===== config.mk =====
export PLATFORM = sky130hd
export DESIGN_NAME = sha256_stream_hasher_core_flat
export DESIGN_NICKNAME = d
export VERILOG_FILES = /design/src/rtl/sha256_pkg.sv /design/src/rtl/sha256_if.sv /design/src/rtl/sha256_stream_hasher_core.sv /design/src/flat_wrapper.sv
export SDC_FILE = /design/constraint.sdc
export NUM_CORES = 2
export LEC_CHECK = 0
export BUFFER_PORTS_ARGS = -buffer_cell sky130_fd_sc_hd__buf_2
export CAP_MARGIN = 40
export CORE_AREA = 5 5 346 416
export CTS_CLUSTER_DIAMETER = 40
export DETAILED_ROUTE_END_ITERATION = 10
export DIE_AREA = 0 0 351 421
export PLACE_DENSITY_LB_ADDON = 0.08
export SLEW_MARGIN = 25
export SYNTH_ARGS = -nofsm -noshare
export SYNTH_HDL_FRONTEND = slang
export SYNTH_SLANG_ARGS = --single-unit

===== constraint.sdc =====
create_clock -name i_clk -period 38.3 [get_ports i_clk]
set_input_delay 7.66 -clock i_clk [delete_from_list [all_inputs] [get_ports i_clk]]
set_output_delay 7.66 -clock i_clk [all_outputs]
set_load 0.01 [all_outputs]

===== src/rtl/sha256_pkg.sv =====
package sha256_pkg;

    localparam int unsigned WORD_W    = 32;
    localparam int unsigned BYTE_W    = 8;
    localparam int unsigned FILL_W    = 6;
    localparam int unsigned LEN_W     = 64;
    localparam int unsigned ROUND_W   = 6;
    localparam int unsigned IDX_W     = 3;
    localparam int unsigned SCHED_LEN = 16;
    localparam int unsigned HASH_LEN  = 8;

    localparam logic [BYTE_W-1:0]  PAD_BYTE   = 8'h80;
    localparam logic [BYTE_W-1:0]  ZERO_BYTE  = 8'h00;
    localparam logic [FILL_W-1:0]  LEN_POS    = 6'd56;
    localparam logic [FILL_W-1:0]  LAST_POS   = 6'd63;
    localparam logic [ROUND_W-1:0] LAST_ROUND = 6'd63;
    localparam logic [IDX_W-1:0]   LAST_IDX   = 3'd7;
    localparam logic [LEN_W-1:0]   BITS_PER_BYTE = 64'd8;

    localparam logic [WORD_W-1:0] IV_TABLE [HASH_LEN] = '{
        32'h6a09e667, 32'hbb67ae85, 32'h3c6ef372, 32'ha54ff53a,
        32'h510e527f, 32'h9b05688c, 32'h1f83d9ab, 32'h5be0cd19
    };

    localparam logic [WORD_W-1:0] K_TABLE [64] = '{
        32'h428a2f98, 32'h71374491, 32'hb5c0fbcf, 32'he9b5dba5,
        32'h3956c25b, 32'h59f111f1, 32'h923f82a4, 32'hab1c5ed5,
        32'hd807aa98, 32'h12835b01, 32'h243185be, 32'h550c7dc3,
        32'h72be5d74, 32'h80deb1fe, 32'h9bdc06a7, 32'hc19bf174,
        32'he49b69c1, 32'hefbe4786, 32'h0fc19dc6, 32'h240ca1cc,
        32'h2de92c6f, 32'h4a7484aa, 32'h5cb0a9dc, 32'h76f988da,
        32'h983e5152, 32'ha831c66d, 32'hb00327c8, 32'hbf597fc7,
        32'hc6e00bf3, 32'hd5a79147, 32'h06ca6351, 32'h14292967,
        32'h27b70a85, 32'h2e1b2138, 32'h4d2c6dfc, 32'h53380d13,
        32'h650a7354, 32'h766a0abb, 32'h81c2c92e, 32'h92722c85,
        32'ha2bfe8a1, 32'ha81a664b, 32'hc24b8b70, 32'hc76c51a3,
        32'hd192e819, 32'hd6990624, 32'hf40e3585, 32'h106aa070,
        32'h19a4c116, 32'h1e376c08, 32'h2748774c, 32'h34b0bcb5,
        32'h391c0cb3, 32'h4ed8aa4a, 32'h5b9cca4f, 32'h682e6ff3,
        32'h748f82ee, 32'h78a5636f, 32'h84c87814, 32'h8cc70208,
        32'h90befffa, 32'ha4506ceb, 32'hbef9a3f7, 32'hc67178f2
    };

    function automatic logic [WORD_W-1:0] big_sigma0(input logic [WORD_W-1:0] x);
        big_sigma0 = {x[1:0], x[31:2]} ^ {x[12:0], x[31:13]} ^ {x[21:0], x[31:22]};
    endfunction

    function automatic logic [WORD_W-1:0] big_sigma1(input logic [WORD_W-1:0] x);
        big_sigma1 = {x[5:0], x[31:6]} ^ {x[10:0], x[31:11]} ^ {x[24:0], x[31:25]};
    endfunction

    function automatic logic [WORD_W-1:0] small_sigma0(input logic [WORD_W-1:0] x);
        small_sigma0 = {x[6:0], x[31:7]} ^ {x[17:0], x[31:18]} ^ (x >> 3);
    endfunction

    function automatic logic [WORD_W-1:0] small_sigma1(input logic [WORD_W-1:0] x);
        small_sigma1 = {x[16:0], x[31:17]} ^ {x[18:0], x[31:19]} ^ (x >> 10);
    endfunction

endpackage


===== src/rtl/sha256_if.sv =====
interface sha256_in_if;
    logic       valid;
    logic       ready;
    logic [7:0] msg_byte;
    logic       byte_present;
    logic       end_of_message;

    modport source (output valid, msg_byte, byte_present, end_of_message, input ready);
    modport sink   (input valid, msg_byte, byte_present, end_of_message, output ready);
endinterface

interface sha256_out_if;
    logic        valid;
    logic        ready;
    logic [31:0] digest_word;
    logic [2:0]  word_index;
    logic        last_word;

    modport source (output valid, digest_word, word_index, last_word, input ready);
    modport sink   (input valid, digest_word, word_index, last_word, output ready);
endinterface


===== src/rtl/sha256_stream_hasher_core.sv =====
// SHA-256 over a byte stream. While gathering, the core takes one input transaction per
// cycle; each transaction may carry a byte and may close the message. When a 64-byte block
// fills, the input holds off: 64 rounds run through the single round unit (one round per
// cycle, message schedule in a 16-word shift line), then the result is folded into the
// hash. At the end of a message the padding bytes (0x80, zeros, 64-bit bit length) are
// shifted in one per cycle, giving one or two compressions, after which the eight digest
// words leave as eight output transactions, word 0 first. The input is not ready from the
// end marker until the last digest word is taken; the core then starts over from the
// initial hash.
module sha256_stream_hasher_core (
    input  logic                i_clk,
    input  logic                i_rst_n,
    sha256_in_if.sink           i_msg,
    sha256_out_if.source        o_dig
);
    import sha256_pkg::*;

    typedef enum logic [2:0] {
        S_LOAD,
        S_PAD,
        S_ROUND,
        S_SUM,
        S_OUT
    } t_state;

    t_state              r_state;
    logic [WORD_W-1:0]   r_w    [SCHED_LEN];
    logic [WORD_W-1:0]   r_v    [HASH_LEN];
    logic [WORD_W-1:0]   r_hash [HASH_LEN];
    logic [FILL_W-1:0]   r_fill;
    logic [LEN_W-1:0]    r_bits;
    logic [ROUND_W-1:0]  r_round;
    logic [IDX_W-1:0]    r_idx;
    logic                r_padding;
    logic                r_first;
    logic                r_len_ok;
    logic                r_final;

    logic [WORD_W-1:0]   sched_word;
    logic [WORD_W-1:0]   t1;
    logic [WORD_W-1:0]   t2;
    logic [WORD_W-1:0]   choose;
    logic [WORD_W-1:0]   major;
    logic [BYTE_W-1:0]   pad_byte;
    logic [BYTE_W-1:0]   shift_byte;
    logic                in_accept;
    logic                block_full;
    logic                len_phase;

    assign in_accept  = i_msg.valid && i_msg.ready;
    assign block_full = (r_fill == LAST_POS);
    assign len_phase  = r_len_ok && !r_first && (r_fill >= LEN_POS);

    always_comb begin
        choose     = (r_v[4] & r_v[5]) ^ (~r_v[4] & r_v[6]);
        major      = (r_v[0] & r_v[1]) ^ (r_v[0] & r_v[2]) ^ (r_v[1] & r_v[2]);
        sched_word = small_sigma1(r_w[14]) + r_w[9] + small_sigma0(r_w[1]) + r_w[0];
        t1         = r_v[7] + big_sigma1(r_v[4]) + choose + K_TABLE[r_round] + r_w[0];
        t2         = big_sigma0(r_v[0]) + major;
        if (r_first) begin
            pad_byte = PAD_BYTE;
        end else if (len_phase) begin
            pad_byte = r_bits[LEN_W-1 -: BYTE_W];
        end else begin
            pad_byte = ZERO_BYTE;
        end
        shift_byte = (r_state == S_LOAD) ? i_msg.msg_byte : pad_byte;
    end

    assign i_msg.ready       = (r_state == S_LOAD);
    assign o_dig.valid       = (r_state == S_OUT);
    assign o_dig.digest_word = r_hash[0];
    assign o_dig.word_index  = r_idx;
    assign o_dig.last_word   = (r_idx == LAST_IDX);

    always_ff @(posedge i_clk) begin
        if (!i_rst_n) begin
            r_state   <= S_LOAD;
            r_fill    <= '0;
            r_bits    <= '0;
            r_round   <= '0;
            r_idx     <= '0;
            r_padding <= 1'b0;
            r_first   <= 1'b0;
            r_len_ok  <= 1'b0;
            r_final   <= 1'b0;
            for (int i = 0; i < HASH_LEN; i++) begin
                r_hash[i] <= IV_TABLE[i];
            end
        end else begin
            case (r_state)
                S_LOAD: begin
                    if (in_accept) begin
                        if (i_msg.byte_present) begin
                            for (int i = 0; i < SCHED_LEN - 1; i++) begin
                                r_w[i] <= {r_w[i][WORD_W-BYTE_W-1:0],
                                           r_w[i+1][WORD_W-1 -: BYTE_W]};
                            end
                            r_w[SCHED_LEN-1] <= {r_w[SCHED_LEN-1][WORD_W-BYTE_W-1:0],
                                                 shift_byte};
                            r_fill <= FILL_W'(r_fill + 1'b1);
                            r_bits <= r_bits + BITS_PER_BYTE;
                        end
                        if (i_msg.end_of_message) begin
                            r_padding <= 1'b1;
                            r_first   <= 1'b1;
                        end
                        if (i_msg.byte_present && block_full) begin
                            r_v     <= r_hash;
                            r_round <= '0;
                            r_final <= 1'b0;
                            r_state <= S_ROUND;
                        end else if (i_msg.end_of_message) begin
                            r_state <= S_PAD;
                        end
                    end
                end
                S_PAD: begin
                    for (int i = 0; i < SCHED_LEN - 1; i++) begin
                        r_w[i] <= {r_w[i][WORD_W-BYTE_W-1:0],
                                   r_w[i+1][WORD_W-1 -: BYTE_W]};
                    end
                    r_w[SCHED_LEN-1] <= {r_w[SCHED_LEN-1][WORD_W-BYTE_W-1:0], shift_byte};
                    r_fill <= FILL_W'(r_fill + 1'b1);
                    if (r_first) begin
                        // length fits in this block only if the marker lands before it
                        r_first  <= 1'b0;
                        r_len_ok <= (r_fill < LEN_POS);
                    end
                    if (len_phase) begin
                        r_bits <= r_bits << BYTE_W;
                    end
                    if (block_full) begin
                        r_final <= r_len_ok && !r_first;
                        r_v     <= r_hash;
                        r_round <= '0;
                        r_state <= S_ROUND;
                    end
                end
                S_ROUND: begin
                    for (int i = 0; i < SCHED_LEN - 1; i++) begin
                        r_w[i] <= r_w[i+1];
                    end
                    r_w[SCHED_LEN-1] <= sched_word;
                    r_v[0] <= t1 + t2;
                    r_v[1] <= r_v[0];
                    r_v[2] <= r_v[1];
                    r_v[3] <= r_v[2];
                    r_v[4] <= r_v[3] + t1;
                    r_v[5] <= r_v[4];
                    r_v[6] <= r_v[5];
                    r_v[7] <= r_v[6];
                    r_round <= ROUND_W'(r_round + 1'b1);
                    if (r_round == LAST_ROUND) begin
                        r_state <= S_SUM;
                    end
                end
                S_SUM: begin
                    for (int i = 0; i < HASH_LEN; i++) begin
                        r_hash[i] <= r_hash[i] + r_v[i];
                    end
                    if (r_final) begin
                        r_idx   <= '0;
                        r_state <= S_OUT;
                    end else if (r_padding) begin
                        // padding not finished (no room for the length, or marker not yet placed): one more block
                        r_len_ok <= 1'b1;
                        r_state  <= S_PAD;
                    end else begin
                        r_state <= S_LOAD;
                    end
                end
                S_OUT: begin
                    if (o_dig.ready) begin
                        // shift the digest out and refill with the initial hash
                        for (int i = 0; i < HASH_LEN - 1; i++) begin
                            r_hash[i] <= r_hash[i+1];
                        end
                        r_hash[HASH_LEN-1] <= IV_TABLE[r_idx];
                        r_idx <= IDX_W'(r_idx + 1'b1);
                        if (r_idx == LAST_IDX) begin
                            r_padding <= 1'b0;
                            r_final   <= 1'b0;
                            r_len_ok  <= 1'b0;
                            r_fill    <= '0;
                            r_bits    <= '0;
                            r_state   <= S_LOAD;
                        end
                    end
                end
                default: begin
                    r_state <= S_LOAD;
                end
            endcase
        end
    end

endmodule


===== src/flat_wrapper.sv =====
// flat-port wrapper written by rule: the top's interface ports become plain ports
module sha256_stream_hasher_core_flat import sha256_pkg::*;
  (i_clk, i_rst_n, i_msg_valid, i_msg_msg_byte, i_msg_byte_present, i_msg_end_of_message, i_msg_ready, o_dig_valid, o_dig_digest_word, o_dig_word_index, o_dig_last_word, o_dig_ready);
  sha256_in_if i_msg_i ();
  sha256_out_if o_dig_i ();
  input  logic i_clk;
  input  logic i_rst_n;
  input wire logic [$bits(i_msg_i.valid)-1:0] i_msg_valid;
  input wire logic [$bits(i_msg_i.msg_byte)-1:0] i_msg_msg_byte;
  input wire logic [$bits(i_msg_i.byte_present)-1:0] i_msg_byte_present;
  input wire logic [$bits(i_msg_i.end_of_message)-1:0] i_msg_end_of_message;
  output wire logic [$bits(i_msg_i.ready)-1:0] i_msg_ready;
  output wire logic [$bits(o_dig_i.valid)-1:0] o_dig_valid;
  output wire logic [$bits(o_dig_i.digest_word)-1:0] o_dig_digest_word;
  output wire logic [$bits(o_dig_i.word_index)-1:0] o_dig_word_index;
  output wire logic [$bits(o_dig_i.last_word)-1:0] o_dig_last_word;
  input wire logic [$bits(o_dig_i.ready)-1:0] o_dig_ready;
  assign i_msg_i.valid = i_msg_valid;
  assign i_msg_i.msg_byte = i_msg_msg_byte;
  assign i_msg_i.byte_present = i_msg_byte_present;
  assign i_msg_i.end_of_message = i_msg_end_of_message;
  assign i_msg_ready = i_msg_i.ready;
  assign o_dig_valid = o_dig_i.valid;
  assign o_dig_digest_word = o_dig_i.digest_word;
  assign o_dig_word_index = o_dig_i.word_index;
  assign o_dig_last_word = o_dig_i.last_word;
  assign o_dig_i.ready = o_dig_ready;
  sha256_stream_hasher_core u_core (.i_clk(i_clk), .i_rst_n(i_rst_n), .i_msg(i_msg_i), .o_dig(o_dig_i));
endmodule

# Yosys cells after proc, flatten, opt, wreduce, memory -nomap -nowiden
# Memory sizes are Yosys's and may differ from the RTL's.
# Cells that the tools add are included.
# totals
in_bits	14
regBits	598
ram_bits	512
latch_bits	0
rom_bits	2304
n_memories	3
# mem_list
name	depth	width	read_ports	rd_clocked_by_memory_dff	write_ports	line_no	text
(name not given)	64	32	1	0	0	sha256_stream_hasher_core.sv:58	t1 = r_v[7] + big_sigma1(r_v[4]) + choose + K_TABLE[r_round] + r_w[0];
u_core.r_w	16	32	16	0	16	sha256_stream_hasher_core.sv:27	logic [WORD_W-1:0] r_w [SCHED_LEN];
(name not given)	8	32	1	0	0	sha256_stream_hasher_core.sv:179	r_hash[HASH_LEN-1] <= IV_TABLE[r_idx];
# op_classes
magnitude_cmp	4
mux	98
n_bitwise	51
add_sub_neg	22
n_shift	0
div_mod_pow	0
eq_ne	21
reduce_logical	23
mul	0
# ops
operator	count
$mux 32	36
$mux 256	4
$pmux 256 s3	1
$add 32x32->32	18
$pmux 256 s2	1
$mux 64	5
$xor 32x32->32	9
$pmux 64 s3	1
$and 32x32->32	5
$add 64x4->64 const B	1
$mux 6	7
$pmux 6 s3	2
$not 32->32	1
$or 1x1->1	32
$xor 32x22->32	1
$xor 32x29->32	1
$mux 3	10
$mux 8	3
$reduce_and 6->1	4
$mux 1	22
$ne 2x1->1 const B	8
$pmux 3 s5	1
$reduce_and 5->1	3
$add 6x1->6 const B	2
other kinds (24)	41

# Depth between registers and ports, before layout
# depth
depth_word	8
ltp_mapped	39
mapped_depth_nobuf	38

# Worst setup path after synthesis
# No wires, ideal clock.
# synth_path
path_kind	input to register
startpoint	input i_rst_n
endpoint	memory u_core.r_w[0][0], enable pin
path_buffers	3
setup_time_ns	1.034
cell_stages	5
setup_slack_ns	14.840
arrival_time_ns	22.426
required_ns	37.266
path_cell_list	clkbuf_1 > clkbuf_1 > clkbuf_1 > nand2_1 > a21oi_1
# synth_lines
element	line_no	text
start, declared	flat_wrapper.sv:7	input logic i_rst_n;
end, declared	sha256_stream_hasher_core.sv:27	

# Worst setup path in the final report
# layout_path
startpoint	register u_core.r_round[1]
endpoint	register u_core.r_v[254] in the netlist's numbering (data pin)
# layout_via
elab_chain_cells	8
# layout_lines
element	line_no	text
start, declared	sha256_stream_hasher_core.sv:32	logic [ROUND_W-1:0] r_round;
start signal, assigned	sha256_stream_hasher_core.sv:153	r_round <= ROUND_W'(r_round + 1'b1);
$not 6->7 (implied by the code)	sha256_stream_hasher_core.sv:58	
$mem_v2 64x32	--	
$mux 32 (implied by the code) (2 in a row)	sha256_stream_hasher_core.sv:58	
$add 32x32->32 (2 in a row)	sha256_stream_hasher_core.sv:58	
$add 32x32->32	sha256_stream_hasher_core.sv:145	r_v[0] <= t1 + t2;
$pmux 256 s3	sha256_stream_hasher_core.sv:91	case (r_state)
end signal, assigned	sha256_stream_hasher_core.sv:109	r_v <= r_hash;
end signal, assigned	sha256_stream_hasher_core.sv:135	r_v <= r_hash;
end, declared	sha256_stream_hasher_core.sv:28	logic [WORD_W-1:0] r_v [HASH_LEN];
# Every way passes these cells. The select of a mux whose other input is x is not followed.
# A chain may end at the register's enable or synchronous reset.

==> results_dict.tcl <==
set metrics [dict create \
    routabilityCongestion 0.983 \
    crit_buf_inv 6 \
    final_hold_viol_count 0 \
    cellLeakagePower_nw 34.2 \
    core-area_sq_mm 0.139 \
    ys_top_cells_by_area "edfxtp_1 30%, nand2_1 13%, dfxtp_1 8.9%, ha_1 6.7%, fa_1 5.1%" \
    drive_above_1_share_pct 6.44 \
    cts_hold_buf 0 \
    synth_edf_count 768 \
    synthMuxAreaShare_pct 0.944 \
    io_pins 52 \
    cts_tree "done" \
    initial_core_util_pct 54.7 \
    synth_top_family_by_area "simple AND/OR/NAND/NOR gates" \
    place_ws_ps 26860 \
    cts_inserted_buffers 168 \
    synth_top_area_share_pct 30.3 \
    maxSlewViolCount 0 \
    synthArstFlopShare_pct 0 \
    setup_ws_ps 27490 \
    path_clk_slew_ps 60 \
    seq_area_frac_synth_pct 39.2 \
    antenna_found_initial 5 \
    clock-sinks 1107 \
    drt_first_pass_iters 6 \
    die_area_sq_mm 0.148 \
    yosysMostFrequentCell "nand2_1" \
    multi_input_area_sq_mm 0.0428 \
    end_kind "register" \
    synthCells 8870 \
    critPathSlowestCell "ha_1" \
    worst_setup_path_start_kind "register" \
    ys_top_cells_by_count "2584 x nand2_1, 768 x edfxtp_1, 516 x a21oi_1, 512 x o21ai_0, 497 x clkbuf_1" \
    cp.arrival_ps 11340 \
    max_slew_margin_pct 13.6 \
    chipWidth_microns 351 \
    cts-root-buf "clkbuf_16" \
    synthXorXnorAreaFrac_pct 6.81 \
    ir_drop_uv 46.2 \
    finalSetupViolCount 0 \
    htree_levels 4 \
    via_count 63800 \
    cp_max_fo 26 \
    synth.largest_area_cell "edfxtp_1" \
    port_buffers 51 \
    grt_pass1_wl_microns 361000 \
    fill_cells 12100 \
    max_stage_delay_ps 860 \
    tns_ps 0 \
    final_nets 9256 \
    grt-ovfl-total 0 \
    maxCapViolCount 0 \
    wl_per_cell_microns 22.2 \
    yosys_warnings 0 \
    crit_type "register to register" \
    regArea_sq_mm 0.0299 \
    drc 0 \
    grtUsageTotal_pct 31.1 \
    avgViaCountPerCell 6.01 \
    hpwl_microns 168000 \
    synth_ff_type "edfxtp_1" \
    synth_seq_cells 1107 \
    syn2layout_area_growth_pct 10.3 \
    synth_compound_area_share_pct 16.3 \
    yosys.area_share.simple_pct 20.0 \
    worstSkewPairLatency_ps 820 \
    syn_area_sq_mm 0.0761 \
    wl_microns 236000 \
    dieHeight_microns 421 \
    status "finished, final reports clean" \
    syn-num-nets 9485 \
    ys_types 93 \
    rsz0062_at_grt "no" \
    clock.fmax_ghz 0.0925 \
    grt_max_degree 236 \
    powerDensity_mw_per_mm2 39.5 \
    clock_path_buffers 3 \
    avgSynthCellArea_sq_um 8.58 \
    postCtsSetupBuffers 0 \
    path_delay_family "adder cells" \
    worst_pin_slew_ps 1300 \
    rows 150 \
    worst-endpoint-required_ps 38830 \
    fin_crit_sh_pct 28.2 \
    synth-adder-area-share_pct 12.1 \
    drt_iter0_drc 5951 \
    cts_resized 0 \
    fin_crit_ps 10810 \
    grt_pass1_vias 61700 \
    hold_class "register to register" \
    clock_skew_ps 30.8 \
    antenna_left 0 \
]
report_power, final:
part / internal [W] / total [W] / switching, W
Combinational: 0.000126 / 0.000329 / 0.000203
Clock: 0.00103 / 0.00164 / 0.000611
Sequential: 0.00131 / 0.00135 / 0.0000306
Total: 0.00247 / 0.00332 / 0.000845
per-layer routing:
layer / wire length (microns) / track usage, % / share of wire, % / vias up
met5: 34 / 0 / 0.014 / -
met4: 12400 / 14.8 / 5.3 / 4
met3: 18000 / 5.27 / 7.6 / 566
met2: 106000 / 48.4 / 45 / 2496
met1: 98800 / 42.5 / 42 / 30500
li1: - / - / - / 30300
cell usage in the layout, fill, tap and decap left out, drive strengths merged, types with 30 or more instances in the layout:
cell / Yosys / final
a211oi: 67 / 67
a21o: 156 / 156
a21oi: 517 / 517
a221oi: 31 / 31
a31oi: 58 / 58
and2: 39 / 39
and3: 57 / 57
buf: 74 / 166
clkbuf: 500 / 217
clkinv: 4 / 54
dfxtp: 339 / 339
edfxtp: 768 / 768
fa: 195 / 195
ha: 406 / 406
inv: 319 / 337
mux2: 30 / 30
nand2: 2584 / 2584
nand2b: 54 / 54
nand3: 146 / 146
nand4: 49 / 49
nor2: 377 / 377
nor2b: 75 / 75
nor3: 97 / 97
nor3b: 36 / 36
o211a: 48 / 48
o211ai: 142 / 142
o21a: 49 / 49
o21ai: 534 / 534
o21bai: 56 / 56
o311ai: 43 / 43
o31ai: 31 / 31
or3: 64 / 64
xnor2: 407 / 407
xor2: 184 / 184
path summary, 6_finish.rpt:
check	from	end	slack, ps	cells past startpoint
max	u_core.r_round[1]	u_core.r_v[254]	27490	34
min	u_core.r_bits[6]	u_core.r_bits[14]	490	2
max reg2reg	u_core.r_round[1]	u_core.r_v[254]	27490	34
min reg2reg	u_core.r_bits[6]	u_core.r_bits[14]	490	2
through the flow:
step	hold slack (ps)	cells	utilization [%]	total power, W	area (sq um)
3_5_place_dp	474	10300	55.8	0.00169	77600
3_3_place_gp	464	10300	55.5	0.00168	77200
6_report	490	10600	60.3	0.00332	83900
4_1_cts	485	10600	60.1	0.00333	83600
2_1_floorplan	437	8870	-	0.00160	76100
5_1_grt	520	10600	60.3	0.00343	83900
flip-flops by register name (all words and copies together) (netlist names), 3 cells and up:
signal	cells
u_core.r_fill	6
u_core.r_round	6
u_core.r_state	3
u_core.r_bits	61
u_core.r_v	256
u_core.o_dig.word_index	3
u_core.r_hash	224
u_core.o_dig.digest_word	32
u_core.r_w	512
cell families (layout without fill, tap and decap cells):
logic type / count (synthesis) / after routing
AOI/OAI and AO/OA: 1947 / 1947
xor gates and xnor gates: 591 / 591
adders and majority gates: 623 / 623
buffers and inverters: 897 / 813
DFF: 1107 / 1107
muxes: 58 / 58
other: 0 / 3
and+or+nand+nor: 3647 / 3647
worst reg2reg max path, delay by kind of cell, from the launching register on:
| family | cells | cell delay, ps |
|---|---|---|
| buf+inv | 6 | 1340 |
| simple gates | 5 | 1310 |
| compound gates | 14 | 3090 |
| xor+xnor | 2 | 920 |
| flops | 1 | 310 |
| fa+ha+maj | 7 | 3600 |
area by class of cell:
class / count / share of cell area, %
clock buffer: 210 / 5.47
tap: 1824 / 2.72
sequential: 1107 / 35.6
multi-input combinational: 6866 / 51.0
antenna: 3 / 0.00895
inverter: 323 / 1.45
timing repair buffer: 175 / 1.99
clock inverter: 105 / 1.73
(Power assumes the default switching activity.)
